===== config.mk =====
export PLATFORM = sky130hd
export DESIGN_NAME = sorted_list_insert_reverse
export DESIGN_NICKNAME = d
export VERILOG_FILES = /design/src/rtl/core/slir_pkg.sv /design/src/rtl/core/slir_cell.sv /design/src/rtl/core/sorted_list_insert_reverse.sv
export VERILOG_INCLUDE_DIRS = /design/src /design/src/rtl/core
export SDC_FILE = /design/constraint.sdc
export NUM_CORES = 1
export LEC_CHECK = 0
export BUFFER_PORTS_ARGS = -buffer_cell sky130_fd_sc_hd__buf_2
export CAP_MARGIN = 20
export CELL_PAD_IN_SITES_DETAIL_PLACEMENT = 0
export CELL_PAD_IN_SITES_GLOBAL_PLACEMENT = 1
export CORE_UTILIZATION = 50
export CTS_CLUSTER_DIAMETER = 150
export CTS_CLUSTER_SIZE = 40
export DETAILED_ROUTE_END_ITERATION = 10
export GPL_ROUTABILITY_DRIVEN = 1
export MAX_ROUTING_LAYER = met4
export PLACE_DENSITY_LB_ADDON = 0.1
export REMOVE_ABC_BUFFERS = 1
export SYNTH_ARGS = -nofsm -noshare
export SYNTH_HDL_FRONTEND = slang
export SYNTH_SLANG_ARGS = --single-unit
export TNS_END_PERCENT = 1

===== constraint.sdc =====
create_clock -name clk_i -period 11.81 [get_ports clk_i]
set_clock_uncertainty 0.2 [all_clocks]
set_input_delay 1.181 -clock clk_i [delete_from_list [all_inputs] [get_ports clk_i]]
set_output_delay 1.181 -clock clk_i [all_outputs]
set_load 0.05 [all_outputs]

===== src/rtl/core/sorted_list_insert_reverse_assert.svh =====
// assertion macros for the sorted list block
`ifndef SORTED_LIST_INSERT_REVERSE_ASSERT_SVH
`define SORTED_LIST_INSERT_REVERSE_ASSERT_SVH

// same-cycle implication, sampled on the block clock
`define SLIR_ASSERT_IMPL(label, ante, cons) \
  label: assert property (@(posedge clk_i) disable iff (!rst_ni) (ante) |-> (cons)) \
    else $error("sorted list assertion failed");

// next-cycle implication, sampled on the block clock
`define SLIR_ASSERT_NEXT(label, ante, cons) \
  label: assert property (@(posedge clk_i) disable iff (!rst_ni) (ante) |=> (cons)) \
    else $error("sorted list assertion failed");

`endif


===== src/rtl/core/slir_pkg.sv =====
// package with types and constants of the sorted list block
`timescale 1ns / 1ps

package slir_pkg;

  localparam int DefDepth     = 8;
  localparam int DefWordWidth = 32;

  localparam int ValueW = 32;
  localparam int IndexW = 3;
  localparam int PosW   = 4;
  localparam int CountW = 4;
  localparam int ReadN  = 8;

  typedef enum logic [1:0] {
    ACT_INSERT  = 2'd0,
    ACT_REVERSE = 2'd1,
    ACT_READ    = 2'd2,
    ACT_CLEAR   = 2'd3
  } action_e;

  typedef enum logic [1:0] {
    STATUS_OK    = 2'd0,
    STATUS_FULL  = 2'd1,
    STATUS_RANGE = 2'd2
  } status_e;

  typedef enum logic {
    S_IDLE = 1'b0,
    S_REV  = 1'b1
  } state_e;

  typedef struct packed {
    action_e                    action;
    logic signed [ValueW-1:0]   value;
    logic        [IndexW-1:0]   index;
  } cmd_t;

  typedef struct packed {
    logic signed [ValueW-1:0]   read_value;
    logic        [PosW-1:0]     position;
    logic        [CountW-1:0]   entry_count;
    status_e                    status;
  } res_t;

  typedef struct packed {
    logic ins;
    logic swap;
    logic phase;
  } cell_ctrl_t;

endpackage


===== src/rtl/core/slir_cell.sv =====
// one storage cell of the sorted list chain
`timescale 1ns / 1ps

module slir_cell import slir_pkg::*; #(
  parameter int WORD_WIDTH = DefWordWidth,
  parameter int CW         = 4,
  parameter int IDX        = 0
) (
  input  logic                         clk_i,
  input  cell_ctrl_t                   ctrl_i,
  input  logic        [CW-1:0]         count_i,
  input  logic signed [WORD_WIDTH-1:0] word_i,
  input  logic signed [WORD_WIDTH-1:0] left_i,
  input  logic signed [WORD_WIDTH-1:0] right_i,
  input  logic                         left_lt_i,
  output logic signed [WORD_WIDTH-1:0] entry_o,
  output logic                         lt_o
);

  localparam logic [CW-1:0] MyIdx   = CW'(IDX);
  localparam logic [CW-1:0] NextIdx = CW'(IDX + 1);
  localparam logic          Odd     = 1'(IDX % 2);
  localparam logic          First   = (IDX == 0);

  logic signed [WORD_WIDTH-1:0] entry_q, entry_d;
  logic                         valid;
  logic                         lower;

  assign valid   = MyIdx < count_i;
  assign lt_o    = left_lt_i && valid && (entry_q < word_i);
  assign lower   = (Odd == ctrl_i.phase);
  assign entry_o = entry_q;

  always_comb begin
    entry_d = entry_q;
    if (ctrl_i.ins && !lt_o) begin
      entry_d = left_lt_i ? word_i : left_i;
    end else if (ctrl_i.swap) begin
      if (lower && (NextIdx < count_i)) begin
        entry_d = right_i;
      end else if (!lower && valid && !First) begin
        entry_d = left_i;
      end
    end
  end

  always_ff @(posedge clk_i) begin
    entry_q <= entry_d;
  end

endmodule


===== src/rtl/core/sorted_list_insert_reverse.sv =====
// top level of the sorted insertion list with in-place reverse
`timescale 1ns / 1ps

// Sorted list of up to DEPTH signed words held in a chain of cells, one word
// per cell. A command transfer happens on a clock edge with start high and busy
// low. Insert, read and clear do not raise busy: a new command can follow in
// the next cycle, and the result shows on res_o with done_o high for exactly
// one cycle right after the transfer. Reverse runs as count passes of neighbor
// swaps through the chain (alternating even and odd pairs), so for a list of
// n > 1 entries busy is high while the passes run and the result shows in the
// cycle in which busy falls; on zero or one entry it completes like the other
// commands. The receiver cannot hold results off: each one is present for a
// single cycle and must be captured then. Only the first eight entries are
// reachable by read.
module sorted_list_insert_reverse import slir_pkg::*; #(
  parameter int DEPTH      = DefDepth,
  parameter int WORD_WIDTH = DefWordWidth
) (
  input  logic clk_i,
  input  logic rst_ni,
  input  logic start,
  output logic busy,
  input  cmd_t cmd_i,
  output logic done_o,
  output res_t res_o
);

`include "sorted_list_insert_reverse_assert.svh"

  localparam int CW  = $clog2(DEPTH + 1);
  localparam int RdN = (DEPTH < ReadN) ? DEPTH : ReadN;
  localparam logic [CW-1:0] Full = CW'(DEPTH);

  state_e        state_q, state_d;
  logic [CW-1:0] count_q, count_d;
  logic [CW-1:0] round_q, round_d;
  logic          phase_q, phase_d;
  logic          done_q, done_d;
  res_t          res_q, res_d;

  cell_ctrl_t                   ctrl;
  logic                         accept;
  logic                         ins_go;
  logic signed [WORD_WIDTH-1:0] word;
  logic signed [WORD_WIDTH-1:0] entry_w [DEPTH];
  logic        [DEPTH-1:0]      lt_w;
  logic        [DEPTH-1:0]      land_w;
  logic        [CW-1:0]         pos;
  logic signed [WORD_WIDTH-1:0] rd_word;
  logic                         rd_ok;

  assign busy   = (state_q == S_REV);
  assign accept = start && !busy;
  assign ins_go = accept && (cmd_i.action == ACT_INSERT) && (count_q != Full);
  assign word   = WORD_WIDTH'(cmd_i.value);

  for (genvar i = 0; i < DEPTH; i++) begin : g_cell
    logic signed [WORD_WIDTH-1:0] left, right;
    logic                         left_lt;
    if (i == 0) begin : g_first
      assign left    = '0;
      assign left_lt = 1'b1;
    end else begin : g_mid
      assign left    = entry_w[i-1];
      assign left_lt = lt_w[i-1];
    end
    if (i == DEPTH - 1) begin : g_last
      assign right = '0;
    end else begin : g_inner
      assign right = entry_w[i+1];
    end
    assign land_w[i] = left_lt && !lt_w[i];

    slir_cell #(
      .WORD_WIDTH (WORD_WIDTH),
      .CW         (CW),
      .IDX        (i)
    ) u_cell (
      .clk_i     (clk_i),
      .ctrl_i    (ctrl),
      .count_i   (count_q),
      .word_i    (word),
      .left_i    (left),
      .right_i   (right),
      .left_lt_i (left_lt),
      .entry_o   (entry_w[i]),
      .lt_o      (lt_w[i])
    );
  end

  always_comb begin
    pos = '0;
    for (int i = 0; i < DEPTH; i++) begin
      if (land_w[i]) begin
        pos = pos | CW'(i);
      end
    end
  end

  always_comb begin
    rd_word = '0;
    for (int i = 0; i < RdN; i++) begin
      if (cmd_i.index == IndexW'(i)) begin
        rd_word = entry_w[i];
      end
    end
  end

  assign rd_ok = (CW + IndexW)'(cmd_i.index) < (CW + IndexW)'(count_q);

  always_comb begin
    state_d = state_q;
    count_d = count_q;
    round_d = round_q;
    phase_d = phase_q;
    done_d  = 1'b0;
    res_d   = res_q;
    ctrl    = '0;
    case (state_q)
      S_IDLE: begin
        if (accept) begin
          res_d.read_value = '0;
          res_d.position   = '0;
          res_d.status     = STATUS_OK;
          done_d           = 1'b1;
          case (cmd_i.action)
            ACT_INSERT: begin
              if (count_q == Full) begin
                res_d.status = STATUS_FULL;
              end else begin
                ctrl.ins         = 1'b1;
                count_d          = count_q + 1'b1;
                res_d.position   = PosW'(pos);
              end
            end
            ACT_REVERSE: begin
              if (count_q > CW'(1)) begin
                state_d = S_REV;
                round_d = count_q;
                phase_d = 1'b0;
                done_d  = 1'b0;
              end
            end
            ACT_READ: begin
              if (rd_ok) begin
                res_d.read_value = ValueW'(rd_word);
              end else begin
                res_d.status = STATUS_RANGE;
              end
            end
            ACT_CLEAR: begin
              count_d = '0;
            end
            default: begin
              count_d = count_q;
            end
          endcase
          res_d.entry_count = CountW'(count_d);
        end
      end
      S_REV: begin
        ctrl.swap  = 1'b1;
        ctrl.phase = phase_q;
        phase_d    = !phase_q;
        round_d    = round_q - 1'b1;
        if (round_q == CW'(1)) begin
          state_d           = S_IDLE;
          done_d            = 1'b1;
          res_d.entry_count = CountW'(count_q);
        end
      end
      default: begin
        state_d = S_IDLE;
      end
    endcase
  end

  always_ff @(posedge clk_i or negedge rst_ni) begin
    if (!rst_ni) begin
      state_q <= S_IDLE;
      count_q <= '0;
      round_q <= '0;
      phase_q <= 1'b0;
      done_q  <= 1'b0;
    end else begin
      state_q <= state_d;
      count_q <= count_d;
      round_q <= round_d;
      phase_q <= phase_d;
      done_q  <= done_d;
    end
  end

  always_ff @(posedge clk_i) begin
    res_q <= res_d;
  end

  assign done_o = done_q;
  assign res_o  = res_q;

  `SLIR_ASSERT_IMPL(a_count_bound, 1'b1, count_q <= Full)
  `SLIR_ASSERT_IMPL(a_no_done_in_rev, state_q == S_REV, !done_o)
  `SLIR_ASSERT_NEXT(a_insert_grows, ins_go, done_o && count_q == CW'($past(count_q) + 1'b1))
  `SLIR_ASSERT_NEXT(a_rev_ends, state_q == S_REV && round_q == CW'(1), state_q == S_IDLE && done_o)

endmodule


* Word-level counts from Yosys, hierarchy flattened *
Index checks and enable logic that the tools add are counted.
Widths: inputs -> output; s select.

storage, ports and cells
  word-level logic and storage cells = 226
  register bits = 308
  output and inout bits = 44
  bits of input ports = 40

operators by class
  muxes and demuxes = 84
  reduce and logical (&&, ||, !) cells = 85
  bitwise logic cells = 3
  add/sub/neg operators = 2
  magnitude comparators = 19
  equal/unequal tests = 16

operator list
  operator             number
  $mux 32              46
  $lt 32x32->1         8
  $logic_and 1x1->1    43
  $pmux 4 s2           3
  $reduce_and 2->1     11
  $reduce_bool 3->1    7
  $mux 4               5
  $reduce_bool 2->1    9
  $mux 1               17
  $lt 3x4->1 const A   4
  $eq 3x3->1 const B   4
  $mux 3               4
  $logic_not 1->1      11
  $lt 1x4->1 const A   2
  $lt 2x4->1 const A   2
  $mux 2               4
  $eq 3x2->1 const B   2
  $mux 6               1
  $pmux 1 s2           3
  $add 4x1->4 const B  1
  $eq 2x2->1 const B   2
  $eq 4x1->1 const B   1
  $eq 4x4->1 const B   1
  $gt 4x1->1 const B   1
  13 further kinds     17

* Logic depth before layout (Yosys ltp) *
  depth after elaboration = 20
  mapped depth = 15
  mapped depth without buffers = 12

* Cells and area by module *
From an unflattened synthesis, not the netlist that was laid out.

second synthesis, totals
  cell total of the unflattened synthesis = 2651
  area, all modules = 25863.6 um^2

modules (own cells, without submodules)
  module                         area each (um^2)  times used  seq. area each (um^2)  cells an instance
  sorted_list_insert_reverse     4788.3            1           1506.4                 456
  slir_cell at g_cell[0].u_cell  3370.7            1           960.9                  353
  slir_cell at g_cell[3].u_cell  2567.5            1           960.9                  270
  slir_cell at g_cell[1].u_cell  2561.2            1           960.9                  278
  slir_cell at g_cell[2].u_cell  2541.2            1           960.9                  272
  slir_cell at g_cell[4].u_cell  2537.4            1           960.9                  277
  slir_cell at g_cell[5].u_cell  2516.2            1           960.9                  269
  slir_cell at g_cell[7].u_cell  2493.6            1           960.9                  240
  slir_cell at g_cell[6].u_cell  2487.4            1           960.9                  236

* Worst setup path before layout *
Ideal clock, no wire load.

  path kind = input-to-reg
  start = input port cmd_i[14] in the netlist's numbering
  end = register g_cell[3].u_cell.entry_q[0] (enable)
  setup time = 0.466 ns
  buffers on the path = 0
  required time = 11.144 ns
  arrival = 5.482 ns
  stages on the path = 10
  path slack = 5.662 ns
  cells stage by stage = inv_1 > ha_1 > a21oi_1 > o21ai_0 > a2111oi_0 > o41ai_1 > a21oi_1 > mux2i_1 > nor3_1 > o21ai_0

on the way
  cells in the longest elaborated chain, start to end = 12
  elaborated cells between the ends (all ways) = 16
  classes of those cells = order compare (4); reduce/logical (12)

RTL lines
  element                                                           line                              source
  from (decl)                                                       sorted_list_insert_reverse.sv:23  input cmd_t cmd_i,
  $lt 32x32->1                                                      slir_cell.sv:30                   assign lt_o = left_lt_i && valid && (entry_q < word_i);
  $logic_and 1x1->1 (6 in a row)                                    slir_cell.sv:30
  $logic_and 1x1->1 (*)                                             slir_cell.sv:30
  $logic_not 1->1 (*)                                               slir_cell.sv:36                   if (ctrl_i.ins && !lt_o) begin
  $logic_and 1x1->1 (*)                                             slir_cell.sv:36
  $reduce_bool 3->1 (no line) or $reduce_bool 2->1 (tied branches)  --
  $reduce_and 2->1 (no line) (*)                                    --
  to (signal assigned)                                              slir_cell.sv:48                   entry_q <= entry_d;
  to (decl)                                                         slir_cell.sv:25                   logic signed [WORD_WIDTH-1:0] entry_q, entry_d;

Mark *: on every way between the ends. The rest lies on a longest branch, timed or not.
A chain may end at the register's enable or synchronous reset.

* Worst setup path after layout *
  start = input port cmd_i[16] in the netlist's numbering
  end = register g_cell[6].u_cell.entry_q[3], data pin

on the way
  cells in the longest elaborated chain, start to end = 17
  elaborated cells between the ends (all ways) = 24
  classes of those cells = order compare (7); mux (2); reduce/logical (15)

RTL lines
  element                                line
  $lt 32x32->1                           slir_cell.sv:30
  $logic_and 1x1->1 (13 in a row)        slir_cell.sv:30
  $logic_not 1->1                        slir_cell.sv:36
  $logic_and 1x1->1                      slir_cell.sv:36
  $mux 32 (*)                            slir_cell.sv:36
  named net g_cell[6].u_cell.entry_d[3]  slir_cell.sv:25
  to (signal assigned)                   slir_cell.sv:48
  to (decl)                              slir_cell.sv:25

Mark *: on every way through the listed nets, which the timed path passes. The rest lies on a longest branch.

==> summary.md <==
| Metric | Value |
|---|---|
| Hold Path Class | primary input to asynchronous set/reset pin |
| TritonCTS Buffers | 11 |
| WS Path Type | primary input to register |
| DP Wirelength | ~56,000 µm |
| Synthesized area per cell | roughly 10 µm² |
| Layout cells sized above 1 | around an eighth |
| R2R depth | 11 |
| FP Rows | 76 |
| Peak supply drop | around 0.10 mV |
| Clock Tree Buf Depth | 3 |
| Seq/Total Area, Yosys | approximately two fifths |
| Root buffer cell | clkbuf_16 |
| Drt wl/cell | ~30 µm |
| Worst-path cell chain | buf_2 -> inv_1 -> ha_1 -> nand4_1 -> nor3_1 -> a2111oi_0 -> o41ai_1 -> a21oi_1 -> mux2i_1 -> nor3_1 -> nand4_1 -> buf_4 -> o221a_2 |
| Initial Util | between 50 and 60% |
| Highest Clock Rate | about 150 MHz |
| RSZ-0062 raised after global routing | no |
| Residual DRC | 0 |
| Vias per cell | 6.97 |
| H-tree depth | 1 |
| R2r setup slk | roughly 5.8 ns |
| Critical path's top delay family | simple AND/OR/NAND/NOR gates |
| Max Cap Viol | 0 |
| Met2 routed WL | just under 40,000 µm |
| Final #Nets | 2,522 |
| First-pass GRT wire length | 124,000 µm |
| Outcome | finished, final reports clean |
| Yosys reg bits | ~310 |
| Asr flop ratio synth | roughly 3.6% |
| CTS resizes | 0 |
| Die H | 212 µm |
| Die width | between 200 and 250 µm |
| Period utilization | a little under three fifths |
| Met3 WL post-DR | ~8700 µm |
| Number of routed nets with antenna violations | 0 |
| Area grow syn2layout | 6.07% |
| Clk slew on worst S/H paths | roughly 0.15 ns |
| Gr usage total | between 30% and 40% |
| Main flop type after synthesis | edfxtp_1 |
| Final hold vios | 0 |
| Post-route cell area | between 0.02 and 0.025 mm² |
| Synth unique cells | 73 |
| DR iter-0 viols | about 2,500 |
| Worst r2r src | g_cell[2].u_cell.entry_o[13]$_DFFE_PP_ |
| Crit start category | primary input |
| Final max-slew violation count | 0 |
| Detailed Routing Iterations Pass 1 | 6 |
| Post-CTS Hold Buffers | 0 |
| Tot Pwr | around 2.7 mW |
| Routed vias | a little under 20,000 |
| CTS tree | done |
| Routed WL | between 80,000 and 90,000 µm |
| Buffers & Inverters on Critical Path | 3 |
| Clk Latency, worst-skew pair | between 0.5 and 0.6 ns |
| Most frequent cells in the layout | 297 x edfxtp_1, 257 x ha_1, 229 x nor2_1, 200 x a21oi_1, 172 x nand2_1 |
| Least-Margin Pin Slew | 1.26 ns |
| Crit path DAT | 6.68 ns |
| Largest net degree at the start of global routing | 63 |
| WP data required | roughly 12 ns |
| Vias in the first global route | between 15,000 and 20,000 |
| Crit path max fanout | 17 |
| Die ar. | roughly 0.045 mm² |
| Core area | 0.0434 mm² |
| Setup TNS | 0 ns |
| Initial antenna violation count | 1 |
| Highest routed layer | met4 |
| I/O pins | 84 |
| Syn Std Cell Area | roughly 0.022 mm² |
| FF-to-FF End | g_cell[6].u_cell.entry_o[3]$_DFFE_PP_ |
| Setup violators final | 0 |
| Max incr delay on CP | roughly 1.0 ns |
| Min cycle time layout | approximately 6.6 ns |
| Commonest non-fill, non-tap cell in the layout | edfxtp_1 |
| Slew headroom | about 16% |
| Port bufs | just over 80 |
| PD cells | between 100 and 150 mW/mm² |
| CP Capture Type | register |
| Slowest stage cell, crit path | nand4_1 |
| Sink Count | roughly 310 |
| P_leak | around 9.4 nW |
| M1 WL | about 33,000 µm |
| Setup bufs post-CTS | 0 |
| Ys Warns | 0 |
| Cells after Synth | between 2,000 and 2,500 |
| GPL Wtd Cong | approximately 0.95 |
| Number of synthesized flops with an enable pin | 297 |
| DP Area | around 0.023 mm² |
| Grt total ovfl | 0 |
==> area by class of cell <==
| type | instances | area (µm²) |
|---|---|---|
| clock inverters | 2 | 15.0 |
| inverters | 121 | 454 |
| fillers | 3988 | 19900 |
| diodes | 1 | 2.50 |
| flip-flops and latches | 308 | 9190 |
| multi-input cells | 1659 | 12100 |
| repair buffers | 124 | 728 |
| well taps | 585 | 732 |
| clock buffers | 13 | 283 |
==> report_power, final <==
part | leakage [nW] | switching, mW | internal [mW] | total, mW
clock | 0.138 | 0.356 | 0.175 | 0.531
sequential | 2.89 | 0.0979 | 1.33 | 1.43
combinational | 6.36 | 0.528 | 0.242 | 0.770
total | 9.38 | 0.981 | 1.75 | 2.73
==> stage by stage <==
| stage | hold slack (ns) | worst slack, ns | utilization, % | cells |
|---|---|---|---|---|
| floorplan | 0.292 | 5.66 | - | 2088 |
| global placement | 0.321 | 5.02 | 53.5 | 2796 |
| detailed placement | 0.331 | 4.91 | 53.5 | 2796 |
| CTS | 0.303 | 5.46 | 54.2 | 2811 |
| global route | 0.316 | 5.17 | 54.2 | 2813 |
| finish | 0.305 | 5.23 | 54.2 | 2813 |
==> worst max path at each step <==
| stage | startpoint | to | slack [ns] | cells after the start |
|---|---|---|---|---|
| 2_1_floorplan | cmd_i[14] | g_cell[3].u_cell.entry_o[0]$_DFFE_PP_ | 5.66 | 10 |
| 3_3_place_gp | cmd_i[34] | g_cell[6].u_cell.entry_o[1]$_DFFE_PP_ | 5.02 | 13 |
| 3_5_place_dp | cmd_i[34] | g_cell[6].u_cell.entry_o[3]$_DFFE_PP_ | 4.91 | 13 |
| 4_1_cts | cmd_i[34] | g_cell[6].u_cell.entry_o[3]$_DFFE_PP_ | 5.46 | 13 |
| 5_1_grt | cmd_i[34] | g_cell[6].u_cell.entry_o[24]$_DFFE_PP_ | 5.17 | 13 |
| 6_report | cmd_i[16] | g_cell[6].u_cell.entry_o[3]$_DFFE_PP_ | 5.23 | 13 |
==> cell families after synthesis <==
| family | after synthesis | synth area share (%) |
|---|---|---|
| fa+ha+maj | 257 | 14.5 |
| xor+xnor | 2 | 0.0791 |
| other cells | 1 | 0.0169 |
| mux | 134 | 6.25 |
| buf+inv | 251 | 4.58 |
| compound gates | 688 | 21.4 |
| flops | 308 | 41.5 |
| simple gates | 577 | 11.6 |
==> layer usage <==
metal	global-route usage, %	up-vias
met3	6.56	295
met4	19.1	0
met5	-	-
li1	-	8535
met1	48.6	9468
met2	61.2	1301
==> cell usage after synthesis (all sizes together), types with 49 or more instances <==
cell type / count / area, µm²
inv: 120 / 450
clkbuf: 104 / 390
nand3: 49 / 245
o22ai: 160 / 1000
edfxtp: 297 / 8920
o21ai: 71 / 355
mux2i: 100 / 1000
nand2: 175 / 657
o221a: 96 / 1080
a21oi: 202 / 1010
nor2: 231 / 867
ha: 257 / 3220
==> flip-flops by register name (all words and copies together) (netlist names) <==
signal	cells
g_cell.u_cell.entry_o	256
res_o	41
count_q	4
round_q	4
busy	1
done_o	1
phase_q	1
Note: power is estimated with default switching activity, not from simulation.
